[src/design/dria_pkg.sv]
// Shared types, constants and helpers for the reward-inaction learning automaton.
`default_nettype none

package dria_pkg;

	// Table geometry and probability scale.
	localparam int NUM_ACTIONS = 6;
	localparam int PROB_SCALE  = 2400;
	localparam int IDX_W       = (NUM_ACTIONS > 1) ? $clog2(NUM_ACTIONS) : 1;
	localparam int PROB_W      = 12;
	localparam int ACC_W       = PROB_W + IDX_W;
	localparam logic [IDX_W-1:0]  LAST_IDX   = IDX_W'(NUM_ACTIONS - 1);
	localparam logic [PROB_W-1:0] PROB_RESET = PROB_W'(PROB_SCALE / NUM_ACTIONS);

	// Field widths of the items.
	localparam int DRAW_W  = 12;
	localparam int POS_W   = 3;
	localparam int ACT_W   = 3;
	localparam int STEP_W  = 9;
	localparam int LEVEL_W = 12;
	localparam int TOT_W   = 32;
	localparam int COST_W  = 5;

	// Configuration port.
	localparam int CFG_IDX_W  = 1;
	localparam int CFG_DATA_W = 12;
	localparam logic [CFG_IDX_W-1:0] CFG_STEP_UNITS     = 1'd0;
	localparam logic [CFG_IDX_W-1:0] CFG_CONVERGE_LEVEL = 1'd1;
	localparam logic [STEP_W-1:0]    STEP_RESET         = 9'd6;
	localparam logic [LEVEL_W-1:0]   LEVEL_RESET        = 12'd2376;

	typedef struct packed {
		logic [DRAW_W-1:0] draw;
		logic [POS_W-1:0]  target_pos;
		logic [POS_W-1:0]  prior_pos;
	} dria_in_t;

	typedef struct packed {
		logic [ACT_W-1:0]  chosen_action;
		logic              rewarded;
		logic              converged_now;
		logic [PROB_W-1:0] chosen_prob;
		logic [TOT_W-1:0]  inaction_sum;
		logic [TOT_W-1:0]  action_sum;
	} dria_out_t;

	// Commands from the controller to the datapath.
	typedef struct packed {
		logic load;
		logic sel_step;
		logic score;
		logic upd_step;
		logic apply;
		logic finish;
	} dria_cmd_t;

	// Status from the datapath to the controller.
	typedef struct packed {
		logic sel_done;
		logic reward;
		logic upd_last;
		logic out_busy;
	} dria_sts_t;

	typedef enum logic [2:0] {
		S_IDLE,
		S_SELECT,
		S_SCORE,
		S_UPDATE,
		S_APPLY,
		S_FINISH
	} dria_state_t;

	function automatic logic [COST_W-1:0] absdiff(input logic [COST_W-1:0] a,
			input logic [COST_W-1:0] b);
		return (a > b) ? (a - b) : (b - a);
	endfunction

endpackage

`default_nettype wire

[src/design/dria_ctrl.sv]
// Controller state machine that sequences selection, scoring and table update.
`default_nettype none

module dria_ctrl (
	input  wire logic               clk,
	input  wire logic               arst_n,
	input  wire logic               in_valid,
	input  wire dria_pkg::dria_sts_t sts,
	output dria_pkg::dria_cmd_t     cmd,
	output logic                    in_stall
);
	import dria_pkg::*;

	dria_state_t state_q, state_d;

	always_ff @(posedge clk or negedge arst_n) begin
		if (!arst_n) begin
			state_q <= S_IDLE;
		end else begin
			state_q <= state_d;
		end
	end

	always_comb begin
		state_d  = state_q;
		cmd      = '0;
		in_stall = 1'b1;
		unique case (state_q)
			S_IDLE: begin
				in_stall = 1'b0;
				if (in_valid) begin
					cmd.load = 1'b1;
					state_d  = S_SELECT;
				end
			end
			S_SELECT: begin
				cmd.sel_step = 1'b1;
				if (sts.sel_done) begin
					state_d = S_SCORE;
				end
			end
			S_SCORE: begin
				cmd.score = 1'b1;
				state_d   = sts.reward ? S_UPDATE : S_FINISH;
			end
			S_UPDATE: begin
				cmd.upd_step = 1'b1;
				if (sts.upd_last) begin
					state_d = S_APPLY;
				end
			end
			S_APPLY: begin
				cmd.apply = 1'b1;
				state_d   = S_FINISH;
			end
			S_FINISH: begin
				if (!sts.out_busy) begin
					cmd.finish = 1'b1;
					state_d    = S_IDLE;
				end
			end
			default: begin
				state_d = S_IDLE;
			end
		endcase
	end

endmodule

`default_nettype wire

[src/design/dria_dp.sv]
// Datapath: probability table, cost totals, configuration and output register.
`default_nettype none

module dria_dp (
	input  wire logic                           clk,
	input  wire logic                           arst_n,
	input  wire dria_pkg::dria_in_t             in_data,
	input  wire logic                           cfg_we,
	input  wire logic [dria_pkg::CFG_IDX_W-1:0] cfg_index,
	input  wire logic [dria_pkg::CFG_DATA_W-1:0] cfg_data,
	input  wire dria_pkg::dria_cmd_t            cmd,
	output dria_pkg::dria_sts_t                 sts,
	output logic                                out_valid,
	input  wire logic                           out_stall,
	output dria_pkg::dria_out_t                 out_data
);
	import dria_pkg::*;

	logic [PROB_W-1:0]  prob_q [NUM_ACTIONS];
	logic [TOT_W-1:0]   inaction_tot_q, action_tot_q;
	logic               seen_q;
	logic [STEP_W-1:0]  step_q;
	logic [LEVEL_W-1:0] level_q;
	logic               out_valid_q;
	logic [IDX_W-1:0]   idx_q;

	dria_in_t           item_q;
	logic [ACC_W-1:0]   acc_q;
	logic [IDX_W-1:0]   chosen_q;
	logic [PROB_W-1:0]  chosen_val_q;
	logic [PROB_W-1:0]  moved_q;
	logic               reward_q;
	logic               conv_q;
	dria_out_t          out_q;

	logic [PROB_W-1:0]  rd;
	logic [ACC_W-1:0]   acc_sum;
	logic               hit;
	logic [COST_W-1:0]  cost_idle, cost_act;
	logic [TOT_W:0]     inaction_add, action_add;
	logic               take;
	logic [PROB_W-1:0]  new_prob;

	assign rd       = prob_q[idx_q];
	assign acc_sum  = acc_q + ACC_W'(rd);
	assign hit      = acc_sum > ACC_W'(item_q.draw);

	assign cost_idle = absdiff(COST_W'(item_q.prior_pos), COST_W'(item_q.target_pos));
	assign cost_act  = absdiff(COST_W'(chosen_q), COST_W'(item_q.target_pos))
		+ (absdiff(COST_W'(item_q.prior_pos), COST_W'(chosen_q)) >> 1);

	assign inaction_add = {1'b0, inaction_tot_q} + (TOT_W + 1)'(cost_idle);
	assign action_add   = {1'b0, action_tot_q} + (TOT_W + 1)'(cost_act);

	assign take     = (idx_q != chosen_q) && (rd > PROB_W'(step_q));
	assign new_prob = chosen_val_q + moved_q;

	assign sts.sel_done = hit || (idx_q == LAST_IDX);
	assign sts.reward   = cost_idle > cost_act;
	assign sts.upd_last = idx_q == LAST_IDX;
	assign sts.out_busy = out_valid_q && out_stall;

	assign out_valid = out_valid_q;
	assign out_data  = out_q;

	// State that the reset defines.
	always_ff @(posedge clk or negedge arst_n) begin
		if (!arst_n) begin
			for (int k = 0; k < NUM_ACTIONS; k++) begin
				prob_q[k] <= PROB_RESET;
			end
			inaction_tot_q <= '0;
			action_tot_q   <= '0;
			seen_q         <= 1'b0;
			step_q         <= STEP_RESET;
			level_q        <= LEVEL_RESET;
			out_valid_q    <= 1'b0;
			idx_q          <= '0;
		end else begin
			if (cfg_we) begin
				unique case (cfg_index)
					CFG_STEP_UNITS:     step_q  <= cfg_data[STEP_W-1:0];
					CFG_CONVERGE_LEVEL: level_q <= cfg_data[LEVEL_W-1:0];
					default: ;
				endcase
			end
			if (cmd.load || cmd.score) begin
				idx_q <= '0;
			end else if ((cmd.sel_step && !sts.sel_done) || (cmd.upd_step && !sts.upd_last)) begin
				idx_q <= idx_q + 1'b1;
			end
			if (cmd.score) begin
				inaction_tot_q <= inaction_add[TOT_W] ? '1 : inaction_add[TOT_W-1:0];
				action_tot_q   <= action_add[TOT_W] ? '1 : action_add[TOT_W-1:0];
			end
			if (cmd.upd_step && take) begin
				prob_q[idx_q] <= rd - PROB_W'(step_q);
			end
			if (cmd.apply) begin
				prob_q[chosen_q] <= new_prob;
				if (!seen_q && (new_prob > level_q)) begin
					seen_q <= 1'b1;
				end
			end
			if (cmd.finish) begin
				out_valid_q <= 1'b1;
			end else if (out_valid_q && !out_stall) begin
				out_valid_q <= 1'b0;
			end
		end
	end

	// Working registers of the item in flight and the result register.
	always_ff @(posedge clk) begin
		if (cmd.load) begin
			item_q <= in_data;
			acc_q  <= '0;
			conv_q <= 1'b0;
		end
		if (cmd.sel_step) begin
			acc_q <= acc_sum;
			if (sts.sel_done) begin
				chosen_q     <= idx_q;
				chosen_val_q <= rd;
			end
		end
		if (cmd.score) begin
			reward_q <= sts.reward;
			moved_q  <= '0;
		end
		if (cmd.upd_step && take) begin
			moved_q <= moved_q + PROB_W'(step_q);
		end
		if (cmd.apply) begin
			chosen_val_q <= new_prob;
			conv_q       <= !seen_q && (new_prob > level_q);
		end
		if (cmd.finish) begin
			out_q.chosen_action <= ACT_W'(chosen_q);
			out_q.rewarded      <= reward_q;
			out_q.converged_now <= conv_q;
			out_q.chosen_prob   <= chosen_val_q;
			out_q.inaction_sum  <= inaction_tot_q;
			out_q.action_sum    <= action_tot_q;
		end
	end

endmodule

`default_nettype wire

[src/design/discretized_reward_inaction_automaton.sv]
// Top level of the discretized linear reward-inaction learning automaton.
// Sequence: once an item is taken, selection reads entries until one is chosen, then the item is
// scored; on reward an update sweep and a credit write follow, then the result is loaded for output.
// Only one item is in flight at a time; a result still held by the receiver delays the
// next output load, and with it the next item, until that result is taken.
// Asynchronous reset: table entries 400, totals and flag cleared, step 6, level 2376.
`default_nettype none

module discretized_reward_inaction_automaton (
	input  wire logic                            clk,
	input  wire logic                            arst_n,
	input  wire logic                            in_valid,
	output logic                                 in_stall,
	input  wire dria_pkg::dria_in_t              in_data,
	output logic                                 out_valid,
	input  wire logic                            out_stall,
	output dria_pkg::dria_out_t                  out_data,
	input  wire logic                            cfg_we,
	input  wire logic [dria_pkg::CFG_IDX_W-1:0]  cfg_index,
	input  wire logic [dria_pkg::CFG_DATA_W-1:0] cfg_data
);
	import dria_pkg::*;

	// The controller walks the states; the datapath owns every stored value.
	// Selection reads one table entry per cycle and keeps a running sum, stopping at the
	// first entry whose cumulative total exceeds the draw, or at the last entry. The chosen
	// entry's value is captured then, so the update sweep never needs a second read port.
	// The update sweep takes step_units from each other entry that stays above zero and the
	// chosen entry receives the whole amount in a single write afterwards.
	dria_cmd_t cmd;
	dria_sts_t sts;

	dria_ctrl u_ctrl (
		.clk      (clk),
		.arst_n   (arst_n),
		.in_valid (in_valid),
		.sts      (sts),
		.cmd      (cmd),
		.in_stall (in_stall)
	);

	// The output register lets a finished result wait while the datapath is released.
	dria_dp u_dp (
		.clk       (clk),
		.arst_n    (arst_n),
		.in_data   (in_data),
		.cfg_we    (cfg_we),
		.cfg_index (cfg_index),
		.cfg_data  (cfg_data),
		.cmd       (cmd),
		.sts       (sts),
		.out_valid (out_valid),
		.out_stall (out_stall),
		.out_data  (out_data)
	);

endmodule

`default_nettype wire

[config.mk]
export PLATFORM = sky130hd
export DESIGN_NAME = discretized_reward_inaction_automaton
export DESIGN_NICKNAME = d
export VERILOG_FILES = /design/src/design/dria_pkg.sv /design/src/design/dria_ctrl.sv /design/src/design/dria_dp.sv /design/src/design/discretized_reward_inaction_automaton.sv
export SDC_FILE = /design/constraint.sdc
export NUM_CORES = 1
export LEC_CHECK = 0
export ABC_AREA = 1
export BUFFER_PORTS_ARGS = -buffer_cell sky130_fd_sc_hd__buf_2
export CAP_MARGIN = 20
export CORE_MARGIN = 1.5
export CORE_UTILIZATION = 55
export DETAILED_ROUTE_END_ITERATION = 16
export GPL_TIMING_DRIVEN = 0
export PLACE_DENSITY = 0.86
export REMOVE_ABC_BUFFERS = 1
export SLEW_MARGIN = 0
export SYNTH_ARGS = -nofsm -noshare
export SYNTH_HDL_FRONTEND = slang
export SYNTH_SLANG_ARGS = --single-unit
[constraint.sdc]
create_clock -name clk -period 5.5 [get_ports clk]
set_input_delay 0.825 -clock clk [delete_from_list [all_inputs] [get_ports clk]]
set_output_delay 0.825 -clock clk [all_outputs]
set_load 0.01 [all_outputs]
* After elaboration in Yosys (flattened, before gate mapping)
Index checks and enable logic that the tools add are counted.
Word-level totals: output and inout port bits 83, word-level logic and storage cells 142, memories 0, bits in writable memories 0, register bits after elaboration 308, bits in latches 0, bits in read-only memories 0
Operators by class: bitwise operators 3, divide/modulo/power cells 0, shifts and indexed selects 0, muxes and demuxes 44, order comparisons 11, $add $sub $neg 14, reductions and logical operators 30, multiply operators 0, equality and inequality tests 11
Operators by type and width (number):
- 72-bit bitwise mux | 2
- 72-bit 2-to-1 mux | 2
- 12-bit 2-to-1 mux | 9
- 12-bit demux with 3-bit select | 2
- 32-bit by 5-bit adder with 33-bit output | 2
- 32-bit 2-to-1 mux | 2
- 12-bit binary-select mux with 3-bit select | 1
- 15-bit 2-to-1 mux | 2
- 3-bit by 3-bit subtractor with 4-bit output | 6
- 3-bit 2-to-1 mux | 7
- 3-bit case mux with 6 select lines | 1
- 15-bit by 12-bit adder with 15-bit output | 1
- 15-bit by 12-bit > comparator with 1-bit output | 1
- 5-bit 2-to-1 mux | 3
- 2-bit nonzero test | 7
- 1-bit 2-to-1 mux | 13
- 12-bit adder | 1
- 12-bit by 9-bit adder with 12-bit output | 1
- 12-bit > comparator | 1
- 12-bit by 9-bit > comparator with 1-bit output | 1
- 12-bit by 9-bit subtractor with 12-bit output | 1
- 2-bit AND reduction | 5
- 3-bit equality test, second input constant | 3
- 3-bit > comparator | 3
- 17 further kinds | 36

* Depth between registers and ports, before layout
Gate-level depths: netlist of run 1.
word-level depth 12, mapped depth 32, mapped depth without buffers 32

* By module
From an unflattened synthesis of run 1, not the netlist that was laid out.
Unflattened totals: cells, all modules 2279, area, all modules 18515.3 um^2
Modules (own cells, without submodules):
- dria_dp | cells each 2233, instances 1, area an instance 18238.7 um^2
- dria_ctrl | cells each 46, instances 1, area an instance 276.5 um^2

* Worst setup path after synthesis of run 1
No wires, ideal clock.
kind input to register, start in out_stall, end reg u_dp.out_q (netlist bit u_dp.out_data[0]), enable pin, path buffers 0, stages 3, library setup time 521 ps, path slack 671 ps, required time 4979 ps, arrival time 4308 ps, cell sequence nand2_1 > inv_1 > nor2_1
RTL lines:
- start, declared | RTL line discretized_reward_inaction_automaton.sv:16 | input wire logic out_stall,
- end, declared | RTL line dria_dp.sv:34 | dria_out_t out_q;

* Final worst setup path of run 1
start reg u_dp.idx_q[0], end reg u_dp.chosen_val_q[0], enable pin
On the way: longest elaborated chain between the ends 9, elaborated cells on any way between the ends 10, those cells by class add/sub: 1; order compare: 1; eq/ne: 1; mux: 3; bitwise: 1; reduce/logical: 3
RTL lines:
- start, declared | RTL line dria_dp.sv:25 | logic [IDX_W-1:0] idx_q;
- start signal, assigned | RTL line dria_dp.sv:90 | idx_q <= idx_q + 1'b1;
- 3-bit inverter with 4-bit output (not written as such) | RTL line dria_dp.sv:44 | assign rd = prob_q[idx_q];
- 12-bit binary-select mux with 3-bit select | RTL line dria_dp.sv:44
- 12-bit 2-to-1 mux (not written as such) (2 in series) | RTL line dria_dp.sv:44
- 15-bit by 12-bit adder with 15-bit output | RTL line dria_dp.sv:45 | assign acc_sum = acc_q + ACC_W'(rd);
- via u_dp.acc_sum[11] | RTL line dria_dp.sv:37 | logic [ACC_W-1:0] acc_sum;
- 15-bit by 12-bit > comparator with 1-bit output | RTL line dria_dp.sv:46 | assign hit = acc_sum > ACC_W'(item_q.draw);
- 1-bit logical OR | RTL line dria_dp.sv:58 | assign sts.sel_done = hit || (idx_q == LAST_IDX);
- 2-bit nonzero test (no line)
- 2-bit AND reduction (no line)
- end signal, assigned | RTL line dria_dp.sv:124 | chosen_val_q <= rd;
- end signal, assigned | RTL line dria_dp.sv:135 | chosen_val_q <= new_prob;
- end, declared | RTL line dria_dp.sv:30 | logic [PROB_W-1:0] chosen_val_q;
The timed path passes the listed nets, and every way through them passes these cells. The select of a mux whose other input is x is not followed. A chain may end at the register's enable or synchronous reset.

==> parameters.txt, run 1 <==
Parameter                              Value

Clock network
  Clock transition time at the flip-flop clock pins of the worst setup and hold paths ... 0.06 ns
  Clock tree from TritonCTS ... built
  Clock network latency to the later pin of the worst-skew pair ... 0.52 ns
  H-tree depth ... 2
  Cell chosen for the clock root ... sky130_fd_sc_hd__clkbuf_16
  Number of buffers created by CTS ... 34
  Hold bufs inserted after CTS ... 0
  Clock Path Buffers ... 3
  Clock sink total ... between 300 and 400

Die
  Std-Cell Core Area ... about 31000 µm²
  Std cell rows ... 65
  Number of ports placed on the die boundary ... 119
  Total die area ... 33030 µm²
  Die Width ... 181.7 µm
  Starting Density ... roughly 56%
  Die H ... ~180 µm

Global routing
  Antenna violations before repair ... 0
  Grt total ovfl ... 0
  Largest net degree at the start of global routing ... approximately 120
  Via count of the first global-routing pass ... approximately 14000
  Wire length of the first global-routing pass ... 71820 µm
  Global-route total usage across every layer ... 27.18%

Synth
  Syn avg cell area ... 8.555 µm²
  Async set-or-reset flop fraction in the synthesized netlist ... a little over half
  Area share of the largest cell type after synthesis ... 24.44%
  Share of the yosys chip area belonging to registers ... about half
  Number of enable flip-flop cells after synthesis ... 143
  Cell types with the largest area share after synthesis ... sky130_fd_sc_hd__edfxtp_1, sky130_fd_sc_hd__dfrtp_1, sky130_fd_sc_hd__nand2_1
  Number of instances in the synthesized netlist ... 2054
  Cell area after synthesis ... 17570 µm²
  Library cells used by synthesis ... 50
  Library cell with the highest instance count after synthesis ... sky130_fd_sc_hd__nand2_1
  Synthesis-stage register bit count ... 308
  Most instantiated cells after synthesis ... sky130_fd_sc_hd__nand2_1, sky130_fd_sc_hd__inv_1, sky130_fd_sc_hd__edfxtp_1, sky130_fd_sc_hd__dfrtp_1, sky130_fd_sc_hd__nand3_1
  Yosys warning total ... 0
  Cell taking the most area after synthesis ... sky130_fd_sc_hd__edfxtp_1
  Top_reg_cell synth ... sky130_fd_sc_hd__edfxtp_1

Timing
  Final Hold Viols ... 0
  Maximum operating frequency ... 189.9 MHz
  Final hold slack ... 0.2045 ns
  Fin crit period ... 5.267 ns
  Setup-failing EPs final ... 0
  Worst relative slew slack ... 41.01%
  Slew of the pin with the lowest slew margin ... 0.8818 ns
  Post-layout worst setup margin ... approximately 0.23 ns
  Tcrit/Tclk final ... 95.76%
  Clk_skew ... 0.01546 ns
  Final Max Tran Viols ... 0

Critical path
  Reg2reg setup slack ... 0.23 ns
  CP required ... 5.66 ns
  Maximum fanout along the worst path ... 14
  Worst Setup End Kind ... flop
  Worst reg-to-reg path cell count ... 25
  Crit path arrival time ... between 5 and 6 ns
  Type of the worst setup path ... reg2reg
  Critical Path Start Type ... flop
  Worst R2R End ... u_dp.chosen_val_q[0]
  Critical register-to-register path startpoint ... u_dp.idx_q[0]

Layout
  Area growth from synthesis to layout ... 12.87%
  Number of fillers in the final layout ... roughly 2600
  Share of post-route cells with drive strength above 1 ... 12.11%
  Final layout net count ... 2335
  Ant diodes ... 0
  Cell Count, Final, Fillers Out ... 2606

Hold path
  Classification of the worst-slack hold path ... in2async

Job
  Max cap viols ... 0

Placed design
  HPWL reported at the end of detailed placement ... 31630 µm
  Setup slack after placement ... -1.139 ns
  Count of placed standard cells including taps ... 2534
  Number of port buffers ... 118
  GP Congestion ... 0.9601

Detailed routing
  Average via count per standard cell ... 5.717
  Wire length reported by the detailed router ... 44700 µm
  Antenna-violating nets left ... 0
  DRC Markers ... 0
  DRC marker count from the first detailed-route iteration ... approximately 1700
  First-pass iteration count of the detailed router ... 6
  Wire length per cell ... approximately 17 µm
  Total number of vias ... ~15000

Power
  Leakage Power ... between 9 and 10 nW
  Highest ir drop seen on vdd ... 423.9 µV
  Cell area power density ... 703.5 nW/µm²

Run status
  Result of the run ... finished clean
## worst max-delay path: stages, from the launching register on
cell	delay [ns]
sky130_fd_sc_hd__dfrtp_2	0.50
sky130_fd_sc_hd__inv_2	0.11
sky130_fd_sc_hd__nand3_2	0.26
sky130_fd_sc_hd__inv_2	0.24
sky130_fd_sc_hd__a22o_1	0.26
sky130_fd_sc_hd__a221oi_1	0.29
sky130_fd_sc_hd__nand3_2	0.24
sky130_fd_sc_hd__ha_1	0.44
sky130_fd_sc_hd__nand2_1	0.07
sky130_fd_sc_hd__inv_1	0.06
sky130_fd_sc_hd__nand3_1	0.08
sky130_fd_sc_hd__nand2_1	0.15
sky130_fd_sc_hd__a21oi_1	0.13
sky130_fd_sc_hd__o21ai_1	0.23
sky130_fd_sc_hd__a31oi_1	0.13
sky130_fd_sc_hd__xnor2_1	0.18
sky130_fd_sc_hd__ha_1	0.34
sky130_fd_sc_hd__nand2_1	0.06
sky130_fd_sc_hd__nor4_1	0.30
sky130_fd_sc_hd__nand2_1	0.13
sky130_fd_sc_hd__nor2_1	0.13
sky130_fd_sc_hd__nand2_1	0.06
sky130_fd_sc_hd__nand2_1	0.10
sky130_fd_sc_hd__nand2_1	0.06
sky130_fd_sc_hd__nand2_1	0.09
sky130_fd_sc_hd__nand2_2	0.24
## state kept, by name, summed over array words and instances, names as in the netlist, 3 cells and up
register             flops
u_dp.out_data           81
u_dp.prob_q             72
u_dp.chosen_q            3
u_dp.action_tot_q       32
u_dp.acc_q              15
u_dp.step_q              9
u_dp.inaction_tot_q     32
u_dp.idx_q               3
u_dp.level_q            12
u_dp.item_q             18
u_dp.moved_q            12
u_ctrl.state_q           3
u_dp.chosen_val_q       12
## layer usage
layer | global-route usage, % | routed length [µm] | vias up
li1 | - | - | 7059
met1 | 33.11 | 17620 | 6947
met2 | 47.12 | 21530 | 735
met3 | 4.713 | 3600 | 158
met4 | 12.60 | 1940 | 0
met5 | 0 | 0 | -
## power breakdown
part           internal [mW]  switching (mW)
sequential              3.27           0.447
combinational           2.74            5.25
clock                   1.30           0.934
total                   7.32            6.63
## layout make-up
cell class | instances | area, µm² | area share, %
inverter | 309 | 1160 | 5.848
tap | 402 | 503.0 | 2.536
clock buffer | 44 | 928.4 | 4.681
clock inverter | 17 | 172.7 | 0.8706
multi-input combinational | 1392 | 7820 | 39.43
sequential | 308 | 8457 | 42.64
timing repair buffer | 134 | 793.3 | 4.000
## cells in the final DEF (no fill, tap or decap), types with 4 or more instances in the layout
cell,n
sky130_fd_sc_hd__clkinvlp_4,4
sky130_fd_sc_hd__o22ai_1,9
sky130_fd_sc_hd__clkinv_1,6
sky130_fd_sc_hd__nand3b_1,4
sky130_fd_sc_hd__a2bb2oi_1,4
sky130_fd_sc_hd__nor2_2,4
sky130_fd_sc_hd__o21ai_0,97
sky130_fd_sc_hd__xnor2_1,22
sky130_fd_sc_hd__clkbuf_1,6
sky130_fd_sc_hd__nor3_1,37
sky130_fd_sc_hd__or2_2,19
sky130_fd_sc_hd__nand3_1,136
sky130_fd_sc_hd__a221oi_1,4
sky130_fd_sc_hd__o21ai_1,38
sky130_fd_sc_hd__nor4_1,10
sky130_fd_sc_hd__xor2_1,42
sky130_fd_sc_hd__edfxtp_1,143
sky130_fd_sc_hd__a21oi_1,100
sky130_fd_sc_hd__fa_1,16
sky130_fd_sc_hd__buf_2,117
sky130_fd_sc_hd__o211ai_1,7
sky130_fd_sc_hd__nor2_1,128
sky130_fd_sc_hd__dfstp_2,24
sky130_fd_sc_hd__inv_2,12
sky130_fd_sc_hd__a22oi_1,11
sky130_fd_sc_hd__dfrtp_1,138
sky130_fd_sc_hd__ha_1,104
sky130_fd_sc_hd__nand4_1,47
sky130_fd_sc_hd__clkbuf_16,34
sky130_fd_sc_hd__nand3_2,8
sky130_fd_sc_hd__or2_1,5
sky130_fd_sc_hd__clkbuf_8,4
sky130_fd_sc_hd__a22o_1,4
sky130_fd_sc_hd__inv_1,293
sky130_fd_sc_hd__buf_4,11
sky130_fd_sc_hd__nand2_1,500
## worst max-delay path by stage
| stage | start | endpoint | slack, ns |
|---|---|---|---|
| after global placement | out_stall | u_dp.out_data[15] | -1.09 |
| final | u_dp.idx_q[0] | u_dp.chosen_val_q[0] | 0.23 |
| after global routing | u_dp.item_q[0] | u_dp.action_tot_q[21] | -0.03 |
| after floorplan | out_stall | u_dp.out_data[0] | 0.67 |
| after CTS | u_dp.idx_q[0] | u_dp.chosen_val_q[0] | 0.07 |
| after detailed placement | u_dp.idx_q[0] | u_dp.moved_q[0] | -1.14 |
## cell families after synthesis
| family | share of synthesized area [%] |
|---|---|
| adders and majority gates | 9.228 |
| muxes | 0.06408 |
| DFF | 48.11 |
| buffers and inverters | 7.804 |
| AOI/OAI and AO/OA | 9.392 |
| xor gates and xnor gates | 3.190 |
| and+or+nand+nor | 22.22 |
## metrics by stage
| stage | util (%) | cell area, µm² | setup TNS (ns) | power (mW) |
|---|---|---|---|---|
| 6_report | 63.02 | 19830 | 0 | 13.95 |
| 5_1_grt | 63.02 | 19830 | -0.05347 | 15.09 |
| 4_1_cts | 62.74 | 19750 | 0 | 13.79 |
| 3_5_place_dp | 59.05 | 18580 | -45.06 | 11.43 |
| 3_3_place_gp | 58.63 | 18450 | -124.37 | 11.01 |
| 2_1_floorplan | - | 17360 | 0 | 9.251 |
## timing repair
item | in CTS | in global routing
endpoints found under the setup margin | 109 | 62
pin swaps | 1 | 1
buffers inserted | 3 | 8
gates resized for setup | 9 | 11
(Power assumes the default switching activity.)
==> inputs of run 2 (changes only) <==
--- a/config.mk
+++ b/config.mk
@@ -9,10 +9,11 @@
 export BUFFER_PORTS_ARGS = -buffer_cell sky130_fd_sc_hd__buf_2
 export CAP_MARGIN = 20
 export CORE_MARGIN = 1.5
-export CORE_UTILIZATION = 55
+export CORE_UTILIZATION = 23
 export DETAILED_ROUTE_END_ITERATION = 16
 export GPL_TIMING_DRIVEN = 0
-export PLACE_DENSITY = 0.86
+export HOLD_SLACK_MARGIN = 0.08
+export PLACE_DENSITY = 0.49
 export REMOVE_ABC_BUFFERS = 1
 export SLEW_MARGIN = 0
 export SYNTH_ARGS = -nofsm -noshare
==> run 2 against run 1 <==
  * Critical path type unchanged
  * Sequential cell count did not move
  * Highest routed layer unchanged
  * Critical path depth shrank 5
  * Register-to-register slack better by 0.17 ns
  * Largest power group unchanged
  * Worst setup slack improved by 0.17 ns
  * Utilization shrank 35 points
  * First-iteration DRC count down 58%
==> parameters.txt, run 2 (synthesis results as in run 1) <==
Parameter                              Value

Clock network
  Clock transition time at the flip-flop clock pins of the worst setup and hold paths ... 0.06 ns (about the same)
  H-tree depth ... 2 (unchanged)
  Number of buffers created by CTS ... 38 (was 34)
  Clock sink total ... 308 (unchanged)
  Hold bufs inserted after CTS ... 0 (unchanged)
  Clock network latency to the later pin of the worst-skew pair ... 0.56 ns (was 0.52 ns)
  Clock tree from TritonCTS ... built (unchanged)
  Clock Path Buffers ... 3 (unchanged)
  Cell chosen for the clock root ... sky130_fd_sc_hd__clkbuf_16 (unchanged)

Die
  Total die area ... 78070 µm² (was 33030 µm²)
  Die H ... 279.4 µm (was 181.7 µm)
  Starting Density ... 23.17% (was 55.83%)
  Std cell rows ... 101 (was 65)
  Number of ports placed on the die boundary ... 119 (unchanged)
  Die Width ... 279.4 µm (was 181.7 µm)
  Std-Cell Core Area ... 75820 µm² (was 31470 µm²)

Timing
  Final Hold Viols ... 0 (unchanged)
  Final Max Tran Viols ... 0 (unchanged)
  Maximum operating frequency ... 196.3 MHz (was 189.9 MHz)
  Tcrit/Tclk final ... 92.63% (was 95.76%)
  Slew of the pin with the lowest slew margin ... 0.8491 ns (was 0.8818 ns)
  Fin crit period ... 5.095 ns (was 5.267 ns)
  Worst relative slew slack ... 43.33% (was 41.01%)
  Setup-failing EPs final ... 0 (unchanged)
  RSZ-0062 raised after global routing ... false
  Clk_skew ... 0.01510 ns (was 0.01546 ns)
  Post-layout worst setup margin ... 0.4053 ns (was 0.2330 ns)

Placed design
  Setup slack after placement ... -0.4535 ns (was -1.139 ns)
  GP Congestion ... 0.8264 (was 0.9601)
  HPWL reported at the end of detailed placement ... 36470 µm (was 31630 µm)
  Count of placed standard cells including taps ... 3113 (was 2534)
  Number of port buffers ... 118 (unchanged)

Global routing
  Global-route total usage across every layer ... 13.07% (was 27.18%)
  Wire length of the first global-routing pass ... 79310 µm (was 71820 µm)
  Largest net degree at the start of global routing ... 97 (was 116)
  Via count of the first global-routing pass ... 13660 (was 14440)
  Grt total ovfl ... 0 (unchanged)
  Antenna violations before repair ... 0 (unchanged)

Run status
  Result of the run ... finished clean (unchanged)

Critical path
  Crit path arrival time ... 5.55 ns (was 5.43 ns)
  Worst Setup End Kind ... flop (unchanged)
  Critical Path Start Type ... flop (unchanged)
  Type of the worst setup path ... reg2reg (unchanged)
  Maximum fanout along the worst path ... 18 (was 14)
  CP required ... 5.96 ns (was 5.66 ns)
  Worst reg-to-reg path cell count ... 20 (was 25)

Layout
  Ant diodes ... 0 (unchanged)
  Top library cells by usage in the layout, fill and taps aside ... sky130_fd_sc_hd__nand2_1, sky130_fd_sc_hd__inv_1, sky130_fd_sc_hd__edfxtp_1 (unchanged)
  Final layout net count ... 2346 (was 2335)
  Share of post-route cells with drive strength above 1 ... 12.84% (was 12.11%)
  Number of flip-flops under the largest register name ... 81 (unchanged)
  Area growth from synthesis to layout ... 19.21% (was 12.87%)
  Cell Count, Final, Fillers Out ... 3197 (was 2606)
  Commonest non-fill, non-tap cell in the layout ... sky130_fd_sc_hd__nand2_1 (unchanged)

Detailed routing
  First-pass iteration count of the detailed router ... 5 (was 6)
  DRC Markers ... 0 (unchanged)
  Wire length reported by the detailed router ... 50760 µm (was 44700 µm)
  Antenna-violating nets left ... 0 (unchanged)
  Average via count per standard cell ... 4.388 (was 5.717)
  Wire length per cell ... 15.88 µm (was 17.15 µm)
  DRC marker count from the first detailed-route iteration ... 710 (was 1671)
  Total number of vias ... 14030 (was 14900)

Job
  Max cap viols ... 0 (unchanged)

Power
  Cell area power density ... 694.2 nW/µm² (was 703.5 nW/µm²)
  Highest ir drop seen on vdd ... 336.5 µV (was 423.9 µV)
  Leakage Power ... 9.802 nW (was 9.614 nW)

Hold path
  Classification of the worst-slack hold path ... in2async (unchanged)
-- run 2: cell count changes in the layout (fill, tap and decap cells not counted), sizes merged --
| cell | previous run | this run |
|---|---|---|
| clkinv | 12 | 9 |
| buf | 134 | 141 |
| clkbuf | 44 | 50 |
| bufinv | 2 | 7 |
-- run 2: what timing repair did --
| item | CTS | global route |
|---|---|---|
| resized for setup | 6 | 17 |
| pin swaps | 1 | 0 |
| endpoints found under the setup margin | 69 | 110 |
| buffers inserted | 3 | 10 |
-- run 2: through the flow --
| step | util, % | setup TNS [ns] | area (µm²) | total power, mW | hold slack [ns] |
|---|---|---|---|---|---|
| CTS | 27.42 | 0 | 20790 | 14.64 | 0.2519 |
| floorplan | - | 0 | 17360 | 9.251 | 0.4003 |
| global placement | 25.29 | -277.83 | 19170 | 11.65 | 0.4233 |
| finish | 27.63 | 0 | 20950 | 14.54 | 0.2361 |
| global route | 27.63 | 0 | 20950 | 16.04 | 0.2774 |
| detailed placement | 25.54 | -15.85 | 19370 | 11.77 | 0.4244 |
-- run 2: final cells by class --
cell class	count	area, µm²
inverters	309	1162
clock inverters	19	295.3
well taps	978	1224
clock buffers	50	1089
flip-flops and latches	308	8457
repair buffers	141	899.6
multi-input cells	1392	7821
fillers	8164	54880
-- run 2: path summary, 6_finish.rpt --
path | startpoint | to | slack [ns]
max reg2reg | u_dp.idx_q[1] | u_dp.prob_q[19] | 0.41
min in group clk | u_dp.reward_q | u_dp.out_data[77] | 0.42
max in group asynchronous | arst_n | u_dp.action_tot_q[31] | 4.26
min | arst_n | u_dp.level_q[9] | 0.24
max | u_dp.idx_q[1] | u_dp.prob_q[19] | 0.41
min reg2reg | u_dp.reward_q | u_dp.out_data[77] | 0.42
-- run 2: critical path: stages (launching register included) --
cell and delay (ns):
sky130_fd_sc_hd__dfrtp_2 0.50, sky130_fd_sc_hd__nor2_1 0.16, sky130_fd_sc_hd__nand2_1 0.24, sky130_fd_sc_hd__inv_4 0.32, sky130_fd_sc_hd__a22o_1 0.20, sky130_fd_sc_hd__nor4_1 0.05, sky130_fd_sc_hd__buf_2 0.17, sky130_fd_sc_hd__ha_1 0.24
sky130_fd_sc_hd__fa_1 0.41, sky130_fd_sc_hd__o21ai_0 0.43, sky130_fd_sc_hd__a21oi_1 0.16, sky130_fd_sc_hd__nand2_1 0.09, sky130_fd_sc_hd__nand2_1 0.06, sky130_fd_sc_hd__nand2_1 0.16, sky130_fd_sc_hd__o21ai_1 0.10, sky130_fd_sc_hd__nand2_1 0.41
sky130_fd_sc_hd__nand3_2 0.54, sky130_fd_sc_hd__inv_1 0.48, sky130_fd_sc_hd__nand2_1 0.09, sky130_fd_sc_hd__nand3_1 0.08, sky130_fd_sc_hd__o21ai_0 0.10
-- run 2: power by group --
group / switching (mW) / internal (mW)
Combinational: 5.24 / 2.79
Sequential: 0.457 / 3.27
Clock: 1.05 / 1.73
-- run 2: per-layer routing --
| layer | up-vias | track usage [%] | wire length, µm |
|---|---|---|---|
| met5 | - | 0 | 0 |
| met2 | 313 | 21.76 | 23600 |
| met4 | 0 | 3.950 | 1288 |
| li1 | 7087 | - | - |
| met3 | 76 | 2.102 | 2438 |
| met1 | 6551 | 17.37 | 23440 |
==> inputs of run 3 (changes only) <==
--- a/config.mk
+++ b/config.mk
@@ -5,7 +5,6 @@
 export SDC_FILE = /design/constraint.sdc
 export NUM_CORES = 1
 export LEC_CHECK = 0
-export ABC_AREA = 1
 export BUFFER_PORTS_ARGS = -buffer_cell sky130_fd_sc_hd__buf_2
 export CAP_MARGIN = 20
 export CORE_MARGIN = 1.5
@@ -13,7 +12,7 @@
 export DETAILED_ROUTE_END_ITERATION = 16
 export GPL_TIMING_DRIVEN = 0
 export HOLD_SLACK_MARGIN = 0.08
-export PLACE_DENSITY = 0.49
+export PLACE_DENSITY = 0.5
 export REMOVE_ABC_BUFFERS = 1
 export SLEW_MARGIN = 0
 export SYNTH_ARGS = -nofsm -noshare
==> run 3 against run 2 <==
  * Non-clock buffer count is 3 higher
  * Sequential share of layout area increased by 1.6 points
  * Largest cell class unchanged
  * Worst setup slack worse by 0.072 ns
  * Critical endpoint is now u_dp.chosen_val_q[10]
==> parameters.txt, run 3 <==
Parameter                              Value

Synth
  Number of instances in the synthesized netlist ... 1523 (was 2054)
  Most instantiated cells after synthesis ... sky130_fd_sc_hd__edfxtp_1, sky130_fd_sc_hd__dfrtp_1, sky130_fd_sc_hd__nor2_1, sky130_fd_sc_hd__a21oi_1, sky130_fd_sc_hd__nand2_1 (was sky130_fd_sc_hd__nand2_1, sky130_fd_sc_hd__inv_1, sky130_fd_sc_hd__edfxtp_1, sky130_fd_sc_hd__dfrtp_1, sky130_fd_sc_hd__nand3_1)
  Cell area after synthesis ... 16820 µm² (was 17570 µm²)
  Share of the yosys chip area belonging to registers ... 50.26% (was 48.11%)
  Top_reg_cell synth ... sky130_fd_sc_hd__edfxtp_1 (unchanged)
  Cell taking the most area after synthesis ... sky130_fd_sc_hd__edfxtp_1 (unchanged)
  Syn avg cell area ... 11.04 µm² (was 8.555 µm²)
  Library cell with the highest instance count after synthesis ... sky130_fd_sc_hd__edfxtp_1 (was sky130_fd_sc_hd__nand2_1)
  Library cells used by synthesis ... 64 (was 50)
  Number of enable flip-flop cells after synthesis ... 143 (unchanged)
  Synthesis-stage register bit count ... 308 (unchanged)
  Yosys warning total ... 0 (unchanged)
  Async set-or-reset flop fraction in the synthesized netlist ... 53.57% (unchanged)
  Area share of the largest cell type after synthesis ... 25.53% (was 24.44%)
  Cell types with the largest area share after synthesis ... sky130_fd_sc_hd__edfxtp_1, sky130_fd_sc_hd__dfrtp_1, sky130_fd_sc_hd__ha_1 (was sky130_fd_sc_hd__edfxtp_1, sky130_fd_sc_hd__dfrtp_1, sky130_fd_sc_hd__nand2_1)

Timing
  Worst relative slew slack ... 21.10% (was 43.33%)
  Setup-failing EPs final ... 0 (unchanged)
  Clk_skew ... 0.01568 ns (was 0.01510 ns)
  Tcrit/Tclk final ... 93.94% (was 92.63%)
  Maximum operating frequency ... 193.5 MHz (was 196.3 MHz)
  RSZ-0062 raised after global routing ... false (unchanged)
  Slew of the pin with the lowest slew margin ... 1.179 ns (was 0.8491 ns)
  Final Max Tran Viols ... 0 (unchanged)
  Final Hold Viols ... 0 (unchanged)
  Final hold slack ... 0.2248 ns (was 0.2361 ns)
  Fin crit period ... 5.167 ns (was 5.095 ns)
  Setup tns final ... 0 ns (unchanged)

Layout
  Commonest non-fill, non-tap cell in the layout ... sky130_fd_sc_hd__edfxtp_1 (was sky130_fd_sc_hd__nand2_1)
  Ant diodes ... 0 (unchanged)
  Number of flip-flops under the largest register name ... 81 (unchanged)
  Top library cells by usage in the layout, fill and taps aside ... sky130_fd_sc_hd__edfxtp_1, sky130_fd_sc_hd__dfrtp_1, sky130_fd_sc_hd__nor2_1 (was sky130_fd_sc_hd__nand2_1, sky130_fd_sc_hd__inv_1, sky130_fd_sc_hd__edfxtp_1)
  Share of post-route cells with drive strength above 1 ... 17.98% (was 12.84%)
  Final layout net count ... 1812 (was 2346)
  Cell Count, Final, Fillers Out ... 2635 (was 3197)
  Area used by sequential logic in the layout ... 8462 µm² (was 8457 µm²)
  Area of combinational cells with multiple inputs ... 7881 µm² (was 7821 µm²)
  Area growth from synthesis to layout ... 19.92% (was 19.21%)
  Number of fillers in the final layout ... 7446 (was 8164)
  Util after Layout ... 28.02% (was 27.63%)

Detailed routing
  Metal2 WL ... 19670 µm (was 23600 µm)
  DRC Markers ... 0 (unchanged)
  Average via count per standard cell ... 4.518 (was 4.388)
  Wire length reported by the detailed router ... 43700 µm (was 50760 µm)
  Total number of vias ... 11910 (was 14030)
  Antenna-violating nets left ... 0 (unchanged)
  Highest routing layer actually used ... met4 (unchanged)
  Routed metal-1 wire length ... 21130 µm (was 23440 µm)
  Wire length per cell ... 16.58 µm (was 15.88 µm)
  DRC marker count from the first detailed-route iteration ... 761 (was 710)
  First-pass iteration count of the detailed router ... 7 (was 5)
  Met3 wire length ... 2017 µm (was 2438 µm)

Placed design
  Count of placed standard cells including taps ... 2550 (was 3113)
  Number of port buffers ... 118 (unchanged)
  HPWL reported at the end of detailed placement ... 31250 µm (was 36470 µm)
  GP Congestion ... 0.7877 (was 0.8264)

Die
  Die H ... 273.4 µm (was 279.4 µm)
  Std cell rows ... 98 (was 101)
  Number of ports placed on the die boundary ... 119 (unchanged)
  Std-Cell Core Area ... 71980 µm² (was 75820 µm²)
  Total die area ... 74750 µm² (was 78070 µm²)
  Starting Density ... 23.37% (was 23.17%)
  Die Width ... 273.4 µm (was 279.4 µm)

Global routing
  Via count of the first global-routing pass ... 11850 (was 13660)
  Largest net degree at the start of global routing ... 104 (was 97)
  Antenna violations before repair ... 1 (was 0)
  Global-route total usage across every layer ... 11.62% (was 13.07%)
  Grt total ovfl ... 0 (unchanged)
  Wire length of the first global-routing pass ... 67940 µm (was 79310 µm)

Critical path
  Reg2reg setup slack ... 0.33 ns (was 0.41 ns)
  Critical register-to-register path startpoint ... u_dp.idx_q[0] (was u_dp.idx_q[1])
  Worst R2R End ... u_dp.chosen_val_q[10] (was u_dp.prob_q[19])
  Type of the worst setup path ... reg2reg (unchanged)
  Worst reg-to-reg path cell count ... 19 (was 20)
  CP required ... 5.74 ns (was 5.96 ns)
  Critical Path Start Type ... flop (unchanged)
  Maximum fanout along the worst path ... 31 (was 18)
  Worst Setup End Kind ... flop (unchanged)
  Crit path arrival time ... 5.40 ns (was 5.55 ns)

Clock network
  Clock transition time at the flip-flop clock pins of the worst setup and hold paths ... 0.06 ns (about the same)
  H-tree depth ... 2 (unchanged)
  Clock Path Buffers ... 3 (unchanged)
  Number of buffers created by CTS ... 38 (unchanged)
  Cell chosen for the clock root ... sky130_fd_sc_hd__clkbuf_16 (unchanged)
  Clock tree from TritonCTS ... built (unchanged)
  Clock network latency to the later pin of the worst-skew pair ... 0.55 ns (was 0.56 ns)
  Clock sink total ... 308 (unchanged)

Job
  Max cap viols ... 0 (unchanged)

Run status
  Result of the run ... finished clean (unchanged)

Hold path
  Classification of the worst-slack hold path ... in2async (unchanged)
run 3: cell count changes after synthesis, moves of 34 or more:
cell and delta:
sky130_fd_sc_hd__inv_1 -196, sky130_fd_sc_hd__mux2i_1 +112, sky130_fd_sc_hd__nand2_1 -389, sky130_fd_sc_hd__nand3_1 -100, sky130_fd_sc_hd__o21ai_0 -40, sky130_fd_sc_hd__o21ai_1 -34
run 3: logic make-up (layout without fill, tap and decap cells):
family / count (synthesis) / after routing / share of synthesized area (%)
compound gates: 293 / 293 / 10.77
xor+xnor: 82 / 82 / 4.271
fa+ha+maj: 120 / 120 / 9.642
buf+inv: 149 / 310 / 3.854
flops: 308 / 308 / 50.26
mux: 138 / 138 / 8.809
simple gates: 433 / 434 / 12.39
run 3: cell type report:
| class | instances | share of cell area, % |
|---|---|---|
| Sequential cell | 308 | 41.96 |
| Multi-Input combinational cell | 1067 | 39.08 |
| Clock buffer | 48 | 5.360 |
| Timing Repair Buffer | 144 | 4.591 |
| Tap cell | 950 | 5.894 |
| Clock inverter | 21 | 1.278 |
| Inverter | 97 | 1.843 |
run 3: repair_timing:
item / CTS / global route
hold buffers: 0 / 0
cloned: 1 / 0
setup endpoints to repair: 79 / 50
setup buffers: 4 / 9
gates resized for setup: 26 / 13
pin swaps: 1 / 3
run 3: worst max-delay path by stage:
stage | from | endpoint | slack, ns | cells past startpoint
floorplan | u_dp.idx_q[0] | u_dp.chosen_val_q[0] | 0.03 | 19
detailed placement | u_dp.idx_q[1] | u_dp.chosen_val_q[9] | -0.93 | 21
CTS | u_dp.chosen_q[0] | u_dp.action_tot_q[16] | 0.04 | 21
finish | u_dp.idx_q[0] | u_dp.chosen_val_q[10] | 0.33 | 19
global placement | out_stall | u_dp.out_data[19] | -2.00 | 2
global route | u_dp.idx_q[0] | u_dp.chosen_val_q[10] | 0.02 | 20
run 3: layer usage:
layer | vias to the layer above | global-route usage [%]
met5 | - | 0
met4 | 0 | 3.475
met3 | 49 | 2.096
met2 | 276 | 18.55
met1 | 5849 | 15.95
li1 | 5731 | -
run 3: critical path, cell delays in order, from the launching register on:
cell	delay, ns
sky130_fd_sc_hd__dfrtp_2	0.43
sky130_fd_sc_hd__buf_12	0.20
sky130_fd_sc_hd__mux2i_1	0.14
sky130_fd_sc_hd__o21ai_0	0.15
sky130_fd_sc_hd__inv_1	0.06
sky130_fd_sc_hd__a221oi_2	0.58
sky130_fd_sc_hd__ha_1	0.43
sky130_fd_sc_hd__a21o_1	0.22
sky130_fd_sc_hd__nor3_1	0.26
sky130_fd_sc_hd__a21o_1	0.26
sky130_fd_sc_hd__o21ai_0	0.13
sky130_fd_sc_hd__xor2_1	0.18
sky130_fd_sc_hd__buf_4	0.16
sky130_fd_sc_hd__ha_1	0.29
sky130_fd_sc_hd__nand3_1	0.12
sky130_fd_sc_hd__a311oi_1	0.29
sky130_fd_sc_hd__o22a_1	0.29
sky130_fd_sc_hd__a211oi_4	0.08
sky130_fd_sc_hd__a31oi_4	0.28
sky130_fd_sc_hd__or2_4	0.27
run 3: per-stage QoR:
step	instance area [µm²]	worst slack, ns
after detailed placement	18510	-0.9325
after floorplan	16530	0.03157
final	20170	0.3331
after CTS	19990	0.04058
after global placement	18310	-1.999
after global routing	20170	0.01506
Power of run 3 is not shown: default switching activity piles up to over one toggle a cycle in this logic, so the estimate is an artifact.
